`src/hdl/gffp_pkg.sv`:
```
// Shared types, register codes and helpers for the grid first-fit placer.
// No dependencies; every other file imports this package.
package gffp_pkg;

  localparam int CNT_W  = 5;
  localparam int Q_W    = 24;
  localparam int GAP_W  = 16;
  localparam int DATA_W = 32;
  localparam int APB_AW = 5;
  localparam int MAG_W  = 25;   // magnitude of content minus total gap
  localparam int PROD_W = 21;   // gap * (count - 1)
  localparam int PITCH_W = 25;  // cell size plus gap
  localparam int MUL_W  = 31;   // span or position times pitch

  localparam logic [2:0] REG_COLUMN_COUNT   = 3'd0;
  localparam logic [2:0] REG_ROW_COUNT      = 3'd1;
  localparam logic [2:0] REG_GAP            = 3'd2;
  localparam logic [2:0] REG_ORIGIN_X       = 3'd3;
  localparam logic [2:0] REG_ORIGIN_Y       = 3'd4;
  localparam logic [2:0] REG_CONTENT_WIDTH  = 3'd5;
  localparam logic [2:0] REG_CONTENT_HEIGHT = 3'd6;

  typedef struct packed {
    logic             start_new_layout;
    logic             item_visible;
    logic [CNT_W-1:0] row_span;
    logic [CNT_W-1:0] col_span;
  } item_t;

  typedef struct packed {
    logic                  placed;
    logic signed [Q_W-1:0] rect_x;
    logic signed [Q_W-1:0] rect_y;
    logic signed [Q_W-1:0] rect_width;
    logic signed [Q_W-1:0] rect_height;
  } result_t;

  // Classified item handed from the front to the back
  typedef struct packed {
    logic             clear;
    logic             search;
    logic [CNT_W-1:0] row_span;
    logic [CNT_W-1:0] col_span;
    logic [CNT_W-1:0] row_count;
    logic [CNT_W-1:0] col_count;
  } cmd_t;

  // Geometry the back needs to build a rectangle
  typedef struct packed {
    logic signed [Q_W-1:0]     origin_x;
    logic signed [Q_W-1:0]     origin_y;
    logic [GAP_W-1:0]          gap;
    logic signed [PITCH_W-1:0] pitch_w;
    logic signed [PITCH_W-1:0] pitch_h;
  } geom_t;

  typedef enum logic [2:0] {
    DV_IDLE,
    DV_LOAD,
    DV_SUB,
    DV_STEP,
    DV_DONE
  } div_state_t;

  typedef enum logic [2:0] {
    BK_IDLE,
    BK_SEARCH,
    BK_MARK,
    BK_SUM,
    BK_FINISH
  } back_state_t;

  function automatic logic [CNT_W-1:0] eff_count(logic [CNT_W-1:0] r, int unsigned maxv);
    logic [CNT_W-1:0] n;
    n = r;
    if (r == '0) begin
      n = CNT_W'(1);
    end else if (32'(r) > maxv) begin
      n = CNT_W'(maxv);
    end
    return n;
  endfunction

  function automatic logic signed [Q_W-1:0] sat24(logic signed [31:0] v);
    logic signed [Q_W-1:0] s;
    if (v > 32'sd8388607) begin
      s = 24'sh7FFFFF;
    end else if (v < -32'sd8388608) begin
      s = 24'sh800000;
    end else begin
      s = v[Q_W-1:0];
    end
    return s;
  endfunction

endpackage

```
`src/hdl/gffp_ifs.sv`:
```
// Valid/ready channel interfaces for items and results.
// Depends on gffp_pkg for the payload types.
interface gffp_in_if;
  import gffp_pkg::*;
  logic  valid;
  logic  ready;
  item_t data;
  modport source(output valid, output data, input ready);
  modport sink(input valid, input data, output ready);
endinterface

interface gffp_out_if;
  import gffp_pkg::*;
  logic    valid;
  logic    ready;
  result_t data;
  modport source(output valid, output data, input ready);
  modport sink(input valid, input data, output ready);
endinterface

```
`src/hdl/gffp_queue.sv`:
```
// Two-entry command queue between the front and the back.
// Depends on gffp_pkg (cmd_t).
module gffp_queue (
  input  logic           clk,
  input  logic           rst,
  input  logic           push,
  input  gffp_pkg::cmd_t push_cmd,
  input  logic           pop,
  output gffp_pkg::cmd_t head,
  output logic           empty,
  output logic           full
);
  import gffp_pkg::*;

  cmd_t       mem [2];
  logic       wp;
  logic       rp;
  logic [1:0] count;

  assign head  = mem[rp];
  assign empty = (count == 2'd0);
  assign full  = (count == 2'd2);

  always_ff @(posedge clk) begin
    if (push) begin
      mem[wp] <= push_cmd;
    end
  end

  always_ff @(posedge clk) begin
    if (rst) begin
      wp    <= 1'b0;
      rp    <= 1'b0;
      count <= 2'd0;
    end else begin
      if (push) begin
        wp <= ~wp;
      end
      if (pop) begin
        rp <= ~rp;
      end
      if (push && !pop) begin
        count <= count + 2'd1;
      end else if (pop && !push) begin
        count <= count - 2'd1;
      end
    end
  end

endmodule

```
`src/hdl/gffp_front.sv`:
```
// Front end: takes item beats and classifies them into search or skip commands.
// Depends on gffp_pkg and gffp_ifs.
module gffp_front #(
  parameter int MAX_ROWS = 16,
  parameter int MAX_COLS = 16
) (
  gffp_in_if.sink                     item,
  input  logic [gffp_pkg::CNT_W-1:0]  column_count,
  input  logic [gffp_pkg::CNT_W-1:0]  row_count,
  input  logic                        cfg_busy,
  input  logic                        q_full,
  output logic                        q_push,
  output gffp_pkg::cmd_t              q_cmd
);
  import gffp_pkg::*;

  logic [CNT_W-1:0] nr;
  logic [CNT_W-1:0] nc;
  logic             fits;

  assign nr = eff_count(row_count, MAX_ROWS);
  assign nc = eff_count(column_count, MAX_COLS);

  // Zero span or a span larger than the grid can never be placed
  assign fits = item.data.item_visible
             && (item.data.row_span != '0) && (item.data.col_span != '0)
             && (item.data.row_span <= nr) && (item.data.col_span <= nc);

  assign item.ready = !cfg_busy && !q_full;
  assign q_push     = item.valid && item.ready;

  always_comb begin
    q_cmd.clear     = item.data.start_new_layout;
    q_cmd.search    = fits;
    q_cmd.row_span  = item.data.row_span;
    q_cmd.col_span  = item.data.col_span;
    q_cmd.row_count = nr;
    q_cmd.col_count = nc;
  end

endmodule

```
`src/hdl/gffp_cfg.sv`:
```
// APB register file plus the cell-size unit (serial restoring divider).
// Depends on gffp_pkg; feeds geometry to the back end.
module gffp_cfg #(
  parameter int MAX_ROWS = 16,
  parameter int MAX_COLS = 16
) (
  input  logic                         clk,
  input  logic                         rst,
  input  logic                         psel,
  input  logic                         penable,
  input  logic                         pwrite,
  input  logic [gffp_pkg::APB_AW-1:0]  paddr,
  input  logic [gffp_pkg::DATA_W-1:0]  pwdata,
  output logic [gffp_pkg::DATA_W-1:0]  prdata,
  output logic                         pready,
  output logic [gffp_pkg::CNT_W-1:0]   column_count,
  output logic [gffp_pkg::CNT_W-1:0]   row_count,
  output gffp_pkg::geom_t              geom,
  output logic                         busy
);
  import gffp_pkg::*;

  logic [GAP_W-1:0]      gap;
  logic signed [Q_W-1:0] origin_x;
  logic signed [Q_W-1:0] origin_y;
  logic signed [Q_W-1:0] content_width;
  logic signed [Q_W-1:0] content_height;
  logic [2:0]            idx;
  logic                  wr;
  logic                  wr_known;

  div_state_t            state;
  div_state_t            state_next;
  logic                  sel;        // 0: width pass, 1: height pass
  logic [CNT_W-1:0]      n;
  logic [CNT_W-1:0]      n_eff;
  logic [PROD_W-1:0]     prod;
  logic                  neg;
  logic [MAG_W-1:0]      mag;
  logic [CNT_W-1:0]      rem;
  logic [CNT_W-1:0]      cnt;
  logic signed [Q_W-1:0] content_sel;
  logic signed [MAG_W:0] avail;
  logic [CNT_W:0]        rem_sh;
  logic                  ge;
  logic signed [31:0]    quot;
  logic signed [Q_W-1:0] cell_q;
  logic signed [PITCH_W-1:0] pitch;
  logic signed [PITCH_W-1:0] pitch_w;
  logic signed [PITCH_W-1:0] pitch_h;

  assign pready   = 1'b1;
  assign idx      = paddr[APB_AW-1:2];
  assign wr       = psel && penable && pwrite;
  assign wr_known = wr && (idx <= REG_CONTENT_HEIGHT);

  always_comb begin
    case (idx)
      REG_COLUMN_COUNT:   prdata = DATA_W'(column_count);
      REG_ROW_COUNT:      prdata = DATA_W'(row_count);
      REG_GAP:            prdata = DATA_W'(gap);
      REG_ORIGIN_X:       prdata = {8'd0, origin_x};
      REG_ORIGIN_Y:       prdata = {8'd0, origin_y};
      REG_CONTENT_WIDTH:  prdata = {8'd0, content_width};
      REG_CONTENT_HEIGHT: prdata = {8'd0, content_height};
      default:            prdata = '0;
    endcase
  end

  always_ff @(posedge clk) begin
    if (rst) begin
      column_count   <= CNT_W'(1);
      row_count      <= CNT_W'(1);
      gap            <= '0;
      origin_x       <= '0;
      origin_y       <= '0;
      content_width  <= '0;
      content_height <= '0;
    end else if (wr) begin
      case (idx)
        REG_COLUMN_COUNT:   column_count   <= pwdata[CNT_W-1:0];
        REG_ROW_COUNT:      row_count      <= pwdata[CNT_W-1:0];
        REG_GAP:            gap            <= pwdata[GAP_W-1:0];
        REG_ORIGIN_X:       origin_x       <= pwdata[Q_W-1:0];
        REG_ORIGIN_Y:       origin_y       <= pwdata[Q_W-1:0];
        REG_CONTENT_WIDTH:  content_width  <= pwdata[Q_W-1:0];
        REG_CONTENT_HEIGHT: content_height <= pwdata[Q_W-1:0];
        default: ;
      endcase
    end
  end

  // Cell size: (content - gap*(n-1)) / n, truncated toward zero, done as
  // magnitude division one quotient bit per cycle, width pass then height.
  assign n_eff = sel ? eff_count(row_count, MAX_ROWS) : eff_count(column_count, MAX_COLS);
  assign content_sel = sel ? content_height : content_width;
  assign avail  = {{2{content_sel[Q_W-1]}}, content_sel} - $signed({5'd0, prod});
  assign rem_sh = {rem, mag[MAG_W-1]};
  assign ge     = (rem_sh >= {1'b0, n});
  assign quot   = neg ? -$signed({7'd0, mag}) : $signed({7'd0, mag});
  assign cell_q = sat24(quot);
  assign pitch  = $signed({cell_q[Q_W-1], cell_q}) + $signed({9'd0, gap});

  always_ff @(posedge clk) begin
    if (rst) begin
      state <= DV_IDLE;
    end else begin
      state <= state_next;
    end
  end

  always_comb begin
    state_next = state;
    case (state)
      DV_IDLE: state_next = DV_IDLE;
      DV_LOAD: state_next = DV_SUB;
      DV_SUB:  state_next = DV_STEP;
      DV_STEP: begin
        if (cnt == CNT_W'(MAG_W - 1)) begin
          state_next = DV_DONE;
        end
      end
      DV_DONE: state_next = sel ? DV_IDLE : DV_LOAD;
      default: state_next = DV_IDLE;
    endcase
    if (wr_known) begin
      state_next = DV_LOAD;
    end
  end

  assign busy = (state != DV_IDLE);

  always_ff @(posedge clk) begin
    if (rst) begin
      sel     <= 1'b0;
      pitch_w <= '0;
      pitch_h <= '0;
    end else if (wr_known) begin
      sel <= 1'b0;
    end else if (state == DV_DONE) begin
      sel <= 1'b1;
      if (sel) begin
        pitch_h <= pitch;
      end else begin
        pitch_w <= pitch;
      end
    end
  end

  always_ff @(posedge clk) begin
    case (state)
      DV_LOAD: begin
        n    <= n_eff;
        prod <= PROD_W'(gap) * PROD_W'(n_eff - CNT_W'(1));
      end
      DV_SUB: begin
        neg <= avail[MAG_W];
        mag <= avail[MAG_W] ? MAG_W'(-avail) : avail[MAG_W-1:0];
        rem <= '0;
        cnt <= '0;
      end
      DV_STEP: begin
        rem <= ge ? CNT_W'(rem_sh - {1'b0, n}) : rem_sh[CNT_W-1:0];
        mag <= {mag[MAG_W-2:0], ge};
        cnt <= cnt + CNT_W'(1);
      end
      default: ;
    endcase
  end

  always_comb begin
    geom.origin_x = origin_x;
    geom.origin_y = origin_y;
    geom.gap      = gap;
    geom.pitch_w  = pitch_w;
    geom.pitch_h  = pitch_h;
  end

endmodule

```
`src/hdl/gffp_back.sv`:
```
// Back end: occupancy bitmap, one start row tested per cycle, marking and
// rectangle arithmetic, plus the result output register.
// Depends on gffp_pkg and gffp_ifs.
module gffp_back #(
  parameter int MAX_ROWS = 16,
  parameter int MAX_COLS = 16
) (
  input  logic            clk,
  input  logic            rst,
  input  gffp_pkg::cmd_t  cmd,
  input  logic            q_empty,
  output logic            q_pop,
  input  gffp_pkg::geom_t geom,
  gffp_out_if.source      result
);
  import gffp_pkg::*;

  logic [MAX_COLS-1:0] bitmap [MAX_ROWS];

  back_state_t         state;
  back_state_t         state_next;
  cmd_t                cur;
  logic [CNT_W-1:0]    r;
  logic [CNT_W-1:0]    fc;
  logic [CNT_W-1:0]    first_c;
  logic [CNT_W:0]      win_end;
  logic                last_row;
  logic [MAX_ROWS-1:0] in_win;
  logic [MAX_COLS-1:0] win;
  logic [MAX_COLS-1:0] span;
  logic [MAX_COLS-1:0] fit;
  logic                found;
  logic [MAX_COLS-1:0] mark_mask;
  logic signed [MUL_W-1:0] px;
  logic signed [MUL_W-1:0] py;
  logic signed [MUL_W-1:0] pw;
  logic signed [MUL_W-1:0] ph;
  logic signed [31:0]  gap_s;
  result_t             res;
  logic                out_valid;
  result_t             out_data;
  logic                out_load;

  assign win_end  = {1'b0, r} + {1'b0, cur.row_span};
  assign last_row = (win_end >= {1'b0, cur.row_count});
  assign span     = ~({MAX_COLS{1'b1}} << cur.col_span);
  assign mark_mask = span << fc;
  assign gap_s    = $signed({16'd0, geom.gap});

  // OR of the rows covered by the start row under test
  always_comb begin
    win = '0;
    for (int k = 0; k < MAX_ROWS; k++) begin
      in_win[k] = (7'(k) >= {2'b0, r}) && (7'(k) < {1'b0, win_end});
      if (in_win[k]) begin
        win = win | bitmap[k];
      end
    end
  end

  always_comb begin
    first_c = '0;
    for (int c = 0; c < MAX_COLS; c++) begin
      fit[c] = (c + int'(cur.col_span) <= int'(cur.col_count))
            && ((win & (span << c)) == '0);
    end
    for (int c = MAX_COLS - 1; c >= 0; c--) begin
      if (fit[c]) begin
        first_c = CNT_W'(c);
      end
    end
  end

  assign found = (fit != '0);

  always_ff @(posedge clk) begin
    if (rst) begin
      state <= BK_IDLE;
    end else begin
      state <= state_next;
    end
  end

  always_comb begin
    state_next = state;
    q_pop      = 1'b0;
    out_load   = 1'b0;
    case (state)
      BK_IDLE: begin
        if (!q_empty) begin
          q_pop      = 1'b1;
          state_next = cmd.search ? BK_SEARCH : BK_FINISH;
        end
      end
      BK_SEARCH: begin
        if (found) begin
          state_next = BK_MARK;
        end else if (last_row) begin
          state_next = BK_FINISH;
        end
      end
      BK_MARK: state_next = BK_SUM;
      BK_SUM:  state_next = BK_FINISH;
      BK_FINISH: begin
        if (!out_valid || result.ready) begin
          out_load   = 1'b1;
          state_next = BK_IDLE;
        end
      end
      default: state_next = BK_IDLE;
    endcase
  end

  // Bitmap: cleared at once on a new layout, marked in the cycle after a hit
  always_ff @(posedge clk) begin
    if (rst) begin
      for (int k = 0; k < MAX_ROWS; k++) begin
        bitmap[k] <= '0;
      end
    end else if (q_pop && cmd.clear) begin
      for (int k = 0; k < MAX_ROWS; k++) begin
        bitmap[k] <= '0;
      end
    end else if (state == BK_MARK) begin
      for (int k = 0; k < MAX_ROWS; k++) begin
        if (in_win[k]) begin
          bitmap[k] <= bitmap[k] | mark_mask;
        end
      end
    end
  end

  always_ff @(posedge clk) begin
    case (state)
      BK_IDLE: begin
        if (!q_empty) begin
          cur <= cmd;
          r   <= '0;
          res <= '0;
        end
      end
      BK_SEARCH: begin
        if (found) begin
          fc <= first_c;
        end else begin
          r <= r + CNT_W'(1);
        end
      end
      BK_MARK: begin
        px <= $signed({1'b0, fc}) * geom.pitch_w;
        py <= $signed({1'b0, r}) * geom.pitch_h;
        pw <= $signed({1'b0, cur.col_span}) * geom.pitch_w;
        ph <= $signed({1'b0, cur.row_span}) * geom.pitch_h;
      end
      BK_SUM: begin
        res.placed      <= 1'b1;
        res.rect_x      <= sat24(32'(geom.origin_x) + 32'(px));
        res.rect_y      <= sat24(32'(geom.origin_y) + 32'(py));
        res.rect_width  <= sat24(32'(pw) - gap_s);
        res.rect_height <= sat24(32'(ph) - gap_s);
      end
      default: ;
    endcase
  end

  always_ff @(posedge clk) begin
    if (rst) begin
      out_valid <= 1'b0;
    end else if (out_load) begin
      out_valid <= 1'b1;
    end else if (result.ready) begin
      out_valid <= 1'b0;
    end
  end

  always_ff @(posedge clk) begin
    if (out_load) begin
      out_data <= res;
    end
  end

  assign result.valid = out_valid;
  assign result.data  = out_data;

endmodule

```
`src/hdl/grid_first_fit_placer.sv`:
```
// Channel   Dir  Beat payload                                   Handshake
// item      in   start_new_layout, item_visible, spans          valid/ready
// result    out  placed, rect_x, rect_y, rect_width, rect_height valid/ready
// apb       in   column_count .. content_height, 32-bit words   psel/penable
//
// In the back end a placed item goes from idle through search, mark and sum
// to finish, trying S start rows (1 .. row_count - row_span + 1); one that
// fits nowhere goes from search to finish, and skipped items from idle to
// finish. The row scan is the limit: one start row per cycle, all columns
// tested in parallel. A register write recomputes both cell sizes in a
// serial divider, during which item.ready is low. Reset (rst, synchronous)
// empties the grid. A two-entry queue lets the front take beats while the
// back scans or the result register waits on result.ready.
module grid_first_fit_placer #(
  parameter int MAX_ROWS = 16,
  parameter int MAX_COLS = 16
) (
  input  logic                         clk,
  input  logic                         rst,
  gffp_in_if.sink                      item,
  gffp_out_if.source                   result,
  input  logic                         psel,
  input  logic                         penable,
  input  logic                         pwrite,
  input  logic [gffp_pkg::APB_AW-1:0]  paddr,
  input  logic [gffp_pkg::DATA_W-1:0]  pwdata,
  output logic [gffp_pkg::DATA_W-1:0]  prdata,
  output logic                         pready
);
  import gffp_pkg::*;

  logic [CNT_W-1:0] column_count;
  logic [CNT_W-1:0] row_count;
  geom_t            geom;
  logic             cfg_busy;
  logic             q_push;
  logic             q_pop;
  logic             q_empty;
  logic             q_full;
  cmd_t             q_cmd;
  cmd_t             q_head;

  gffp_cfg #(
    .MAX_ROWS(MAX_ROWS),
    .MAX_COLS(MAX_COLS)
  ) u_cfg (
    .clk          (clk),
    .rst          (rst),
    .psel         (psel),
    .penable      (penable),
    .pwrite       (pwrite),
    .paddr        (paddr),
    .pwdata       (pwdata),
    .prdata       (prdata),
    .pready       (pready),
    .column_count (column_count),
    .row_count    (row_count),
    .geom         (geom),
    .busy         (cfg_busy)
  );

  gffp_front #(
    .MAX_ROWS(MAX_ROWS),
    .MAX_COLS(MAX_COLS)
  ) u_front (
    .item         (item),
    .column_count (column_count),
    .row_count    (row_count),
    .cfg_busy     (cfg_busy),
    .q_full       (q_full),
    .q_push       (q_push),
    .q_cmd        (q_cmd)
  );

  gffp_queue u_queue (
    .clk      (clk),
    .rst      (rst),
    .push     (q_push),
    .push_cmd (q_cmd),
    .pop      (q_pop),
    .head     (q_head),
    .empty    (q_empty),
    .full     (q_full)
  );

  gffp_back #(
    .MAX_ROWS(MAX_ROWS),
    .MAX_COLS(MAX_COLS)
  ) u_back (
    .clk     (clk),
    .rst     (rst),
    .cmd     (q_head),
    .q_empty (q_empty),
    .q_pop   (q_pop),
    .geom    (geom),
    .result  (result)
  );

  a_no_item_while_div: assert property (@(posedge clk) disable iff (rst)
    (item.valid && item.ready) |-> !cfg_busy)
    else $error("item taken while cell size unit busy");

  a_pop_not_empty: assert property (@(posedge clk) disable iff (rst)
    q_pop |-> !q_empty)
    else $error("back end popped an empty queue");

  a_unplaced_zero: assert property (@(posedge clk) disable iff (rst)
    (result.valid && !result.data.placed) |->
      (result.data.rect_x == '0) && (result.data.rect_y == '0) &&
      (result.data.rect_width == '0) && (result.data.rect_height == '0))
    else $error("unplaced result carries a nonzero rectangle");

endmodule

```
`src/flat_wrapper.sv`:
```
// flat-port wrapper written by rule: the top's interface ports become plain ports
module grid_first_fit_placer_flat import gffp_pkg::*;
#(
  parameter int MAX_ROWS = 16,
  parameter int MAX_COLS = 16
)
  (clk, rst, psel, penable, pwrite, paddr, pwdata, prdata, pready, item_valid, item_data, item_ready, result_valid, result_data, result_ready);
  gffp_in_if item_i ();
  gffp_out_if result_i ();
  input  logic clk;
  input  logic rst;
  input  logic psel;
  input  logic penable;
  input  logic pwrite;
  input  logic [gffp_pkg::APB_AW-1:0] paddr;
  input  logic [gffp_pkg::DATA_W-1:0] pwdata;
  output logic [gffp_pkg::DATA_W-1:0] prdata;
  output logic pready;
  input wire logic [$bits(item_i.valid)-1:0] item_valid;
  input wire logic [$bits(item_i.data)-1:0] item_data;
  output wire logic [$bits(item_i.ready)-1:0] item_ready;
  output wire logic [$bits(result_i.valid)-1:0] result_valid;
  output wire logic [$bits(result_i.data)-1:0] result_data;
  input wire logic [$bits(result_i.ready)-1:0] result_ready;
  assign item_i.valid = item_valid;
  assign item_i.data = item_data;
  assign item_ready = item_i.ready;
  assign result_valid = result_i.valid;
  assign result_data = result_i.data;
  assign result_i.ready = result_ready;
  grid_first_fit_placer #(.MAX_ROWS(MAX_ROWS), .MAX_COLS(MAX_COLS)) u_core (.clk(clk), .rst(rst), .item(item_i), .result(result_i), .psel(psel), .penable(penable), .pwrite(pwrite), .paddr(paddr), .pwdata(pwdata), .prdata(prdata), .pready(pready));
endmodule
```
`config.mk`:
```
export PLATFORM = sky130hd
export DESIGN_NAME = grid_first_fit_placer_flat
export DESIGN_NICKNAME = d
export VERILOG_FILES = /design/src/hdl/gffp_pkg.sv /design/src/hdl/gffp_ifs.sv /design/src/hdl/gffp_queue.sv /design/src/hdl/gffp_front.sv /design/src/hdl/gffp_cfg.sv /design/src/hdl/gffp_back.sv /design/src/hdl/grid_first_fit_placer.sv /design/src/flat_wrapper.sv
export SDC_FILE = /design/constraint.sdc
export NUM_CORES = 2
export LEC_CHECK = 0
export BUFFER_PORTS_ARGS = -buffer_cell sky130_fd_sc_hd__buf_2
export CAP_MARGIN = 10
export CELL_PAD_IN_SITES_DETAIL_PLACEMENT = 0
export CELL_PAD_IN_SITES_GLOBAL_PLACEMENT = 2
export CORE_UTILIZATION = 40
export CTS_CLUSTER_DIAMETER = 120
export DETAILED_ROUTE_END_ITERATION = 16
export PLACE_DENSITY_LB_ADDON = 0.15
export SLEW_MARGIN = 30
export SYNTH_ARGS = -nofsm -noshare
export SYNTH_HDL_FRONTEND = slang
export SYNTH_SLANG_ARGS = --single-unit
```
`constraint.sdc`:
```
create_clock -name clk -period 18.6 [get_ports clk]
set_input_delay 4.65 -clock clk [delete_from_list [all_inputs] [get_ports clk]]
set_output_delay 4.65 -clock clk [all_outputs]
set_load 0.02 [all_outputs]
```
==> flow_metrics.env <==
export IMPL_ys_seq_area_share_pct=38.11
export IMPL_first_pass_iters=8
export IMPL_synth_flop_cell="edfxtp_1"
export IMPL_synth_cell_type_count=103
export IMPL_worstSetupPathType="input pin to primary output"
export IMPL_grt_max_degree=101
export IMPL_startpoint="paddr[2]"
export IMPL_pwr_share_clk_pct=27.4
export IMPL_synth_area_per_cell_um2=9.853
export IMPL_die_w_um=405.6
export IMPL_p_comb_share_pct=37.4
export IMPL_ff2ff_path_depth=31
export IMPL_gr_total_overflow=0
export IMPL_ctsResizeCount=0
export IMPL_cp_end_kind="primary output"
export IMPL_ff2ff_setup_slack_ns=10.86
export IMPL_syn2layout_area_growth_pct=10.81
export IMPL_clockBufferDepth=3
export IMPL_routedWlPerCell_um=22.16
export IMPL_synthCells=6614
export IMPL_numPortBuffers=168
export IMPL_cts_tree="yes"
export IMPL_dp_cells=8738
export IMPL_grt_pass1_vias=48400
export IMPL_fin_total_pwr_mw=7.862
export IMPL_post_cts_buffers=0
export IMPL_reg2reg_from="u_core.u_cfg.row_count[1]$_SDFFE_PP0P_"
export IMPL_rows=147
export IMPL_synth_area_leaders="edfxtp_1 32%, fa_1 11%, ha_1 9.8%, dfxtp_1 6.2%, nand2_1 4.8%"
export IMPL_min_period_ns=11.50
export IMPL_worstSkewPairLatency_ns=0.78
export IMPL_async_flop_share_pct=0
export IMPL_rsz0062_at_grt="false"
export IMPL_drtIter0Drc=3809
export IMPL_worstMarginPinSlew_ns=1.015
export IMPL_p_per_area_nw_per_um2=108.9
export IMPL_die_area_um2=164500
export IMPL_die_y_um=405.6
export IMPL_arrival_ns=6.85
export IMPL_hp_start="u_core.u_back.res[21]$_SDFFCE_PN0P_"
export IMPL_synth_edf_count=693
export IMPL_worst_r2r_endpoint="u_core.u_cfg.prod[20]$_DFFE_PP_"
export IMPL_wirelength_um=198100
export IMPL_synth_top_cell_area_share_pct=31.93
export IMPL_endpoint="prdata[2]"
export IMPL_ant_nets=0
export IMPL_grt_pass1_wl_um=300800
export IMPL_worstPathRequired_ns=13.95
export IMPL_syn_cell_area_um2=65160
export IMPL_core_um2=161100
export IMPL_gp_congestion=0.8659
export IMPL_leakagePower_nw=30.69
export IMPL_cp_max_fo=44
export IMPL_ys_warn_count=0
export IMPL_maxSlewViolCount=0
export IMPL_cts_buffers=103
export IMPL_ys_ff_latch=894
export IMPL_via_count=48980
export IMPL_seq_power_share_pct=35.2
export IMPL_hold_class="flip-flop to flip-flop"
export IMPL_dp_hpwl_um=147000
export IMPL_period_share_pct=61.82
export IMPL_finalNonFillerCells=8939
export IMPL_grt_use_total_pct=24.05
export IMPL_fmax_ghz=0.08697
export IMPL_cts_sinks=894
export IMPL_hold_viol_final=0
export IMPL_ctsHoldBuffers=0
export IMPL_synth_most_common_cell="nand2_1"
export IMPL_p_sw_mw=3.149
export IMPL_io_pins=188
export IMPL_htreeDepth=3
export IMPL_peakVddDrop_v=0.0001093
export IMPL_relSlewSlack_pct=31.63
export IMPL_maxCapViolations=0
export IMPL_yosys_area_top_type="edfxtp_1"
export IMPL_route_detailed_drc=0
export IMPL_post_route_cells_drive_above_1_share_pct=8.766
export IMPL_clockRootBuffer="clkbuf_16"
export IMPL_p_int_mw=4.713
export IMPL_p_sw_share_pct=40.06
export IMPL_synth_common_cells="836 x nand2_1, 693 x edfxtp_1, 526 x inv_1, 512 x ha_1, 498 x a21oi_1"
export IMPL_layout_nets=7597
export IMPL_initial_utilization_pct=40.45
export IMPL_skew_ns=0.08028
export IMPL_setup_viol=0
export IMPL_cp_start_kind="input pin"
export IMPL_setup_tns_ns=0
export IMPL_path_clk_slew_ns=0.06
export IMPL_status="complete, no violations"
export IMPL_viasPerCell=5.479
export IMPL_antenna_found_initial=19
## cell type report
cell class	instances	area, um^2
Timing Repair Buffer	274	1673
Antenna cell	3	7.507
Clock inverter	64	837.1
Multi-Input combinational cell	4883	37380
Fill cell	15600	88910
Sequential cell	894	24840
Inverter	529	1991
Tap cell	2160	2703
Clock buffer	132	2788
## cell families after synthesis
group	synth area share, %
muxes	1.822
and+or+nand+nor	14.33
DFF	38.11
AOI/OAI and AO/OA	15.82
buffers and inverters	5.050
other	0.01152
xor gates and xnor gates	4.462
adders and majority gates	20.40
## power groups by stage
stage | combinational [mW] | sequential (mW) | clock [mW]
4_1_cts | 2.90 | 2.77 | 2.21
5_1_grt | 3.18 | 2.80 | 2.27
2_1_floorplan | 1.82 | 2.80 | 0
3_3_place_gp | 2.85 | 2.82 | 0
3_5_place_dp | 2.89 | 2.81 | 0
6_report | 2.94 | 2.77 | 2.16
## per-stage QoR
step	instance area, um^2	hold slack, ns	utilization, %	setup slack [ns]
floorplan	65250	0.4003	-	7.586
global placement	68410	0.4006	42.46	7.066
detailed placement	68520	0.4045	42.53	7.095
CTS	72150	0.3467	44.78	7.090
global route	72210	0.3524	44.81	7.070
finish	72210	0.3463	44.82	7.102
## critical path, cell delays in order
cell and delay [ns]:
buf_2 0.08, buf_4 0.53, nor2b_1 0.38, buf_4 0.30
a21oi_1 0.10, o21ai_0 0.50, buf_2 0.28
## worst min-delay path by stage
stage	to	slack, ns	cells after the start
after floorplan	u_core.u_back.result.data[0]$_DFFE_PP_	0.40	0
after global placement	u_core.u_back.result.data[87]$_DFFE_PP_	0.40	0
after detailed placement	u_core.u_back.result.data[24]$_DFFE_PP_	0.40	0
after CTS	u_core.u_back.result.data[65]$_DFFE_PP_	0.35	0
after global routing	u_core.u_back.result.data[65]$_DFFE_PP_	0.35	0
final	u_core.u_back.result.data[21]$_DFFE_PP_	0.35	0
## registers in the layout (all words and copies together), names as in the netlist, 16 cells and up, named ones only
signal                       cells
u_core.u_back.bitmap           256
u_core.u_back.cur               20
u_core.u_back.ph                31
u_core.u_back.pw                31
u_core.u_back.px                31
u_core.u_back.py                31
u_core.u_back.res               97
u_core.u_back.result.data       97
u_core.u_cfg.content_height     24
u_core.u_cfg.content_width      24
u_core.u_cfg.gap                16
u_core.u_cfg.mag                25
u_core.u_cfg.origin_x           24
u_core.u_cfg.origin_y           24
u_core.u_cfg.pitch_h            25
u_core.u_cfg.pitch_w            25
u_core.u_cfg.prod               21
u_core.u_queue.mem              44
## cells in the final DEF, fill, tap and decap left out, types with 50 or more instances in the layout
cell,instances
nor3_1,87
dfxtp_1,200
mux2_2,51
fa_1,344
nand3_1,102
nand2_1,835
buf_2,167
o21a_1,274
and2_1,269
nor2_1,368
a21oi_1,495
edfxtp_1,693
inv_1,524
xnor2_1,217
xor2_1,113
o21ai_0,237
mux2i_1,50
nand2b_1,55
a21o_1,94
clkbuf_16,104
buf_4,100
ha_1,512
## routing by layer
metal / GRT usage (%) / vias to the layer above / wire [um]
met2: 37.95 / 1229 / 87970
met4: 5.945 / 12 / 4911
li1: - / 23310 / -
met5: 0 / - / 75
met3: 4.179 / 227 / 11970
met1: 34.06 / 24200 / 93190
No activity file was read; power rests on OpenSTA's default activity.
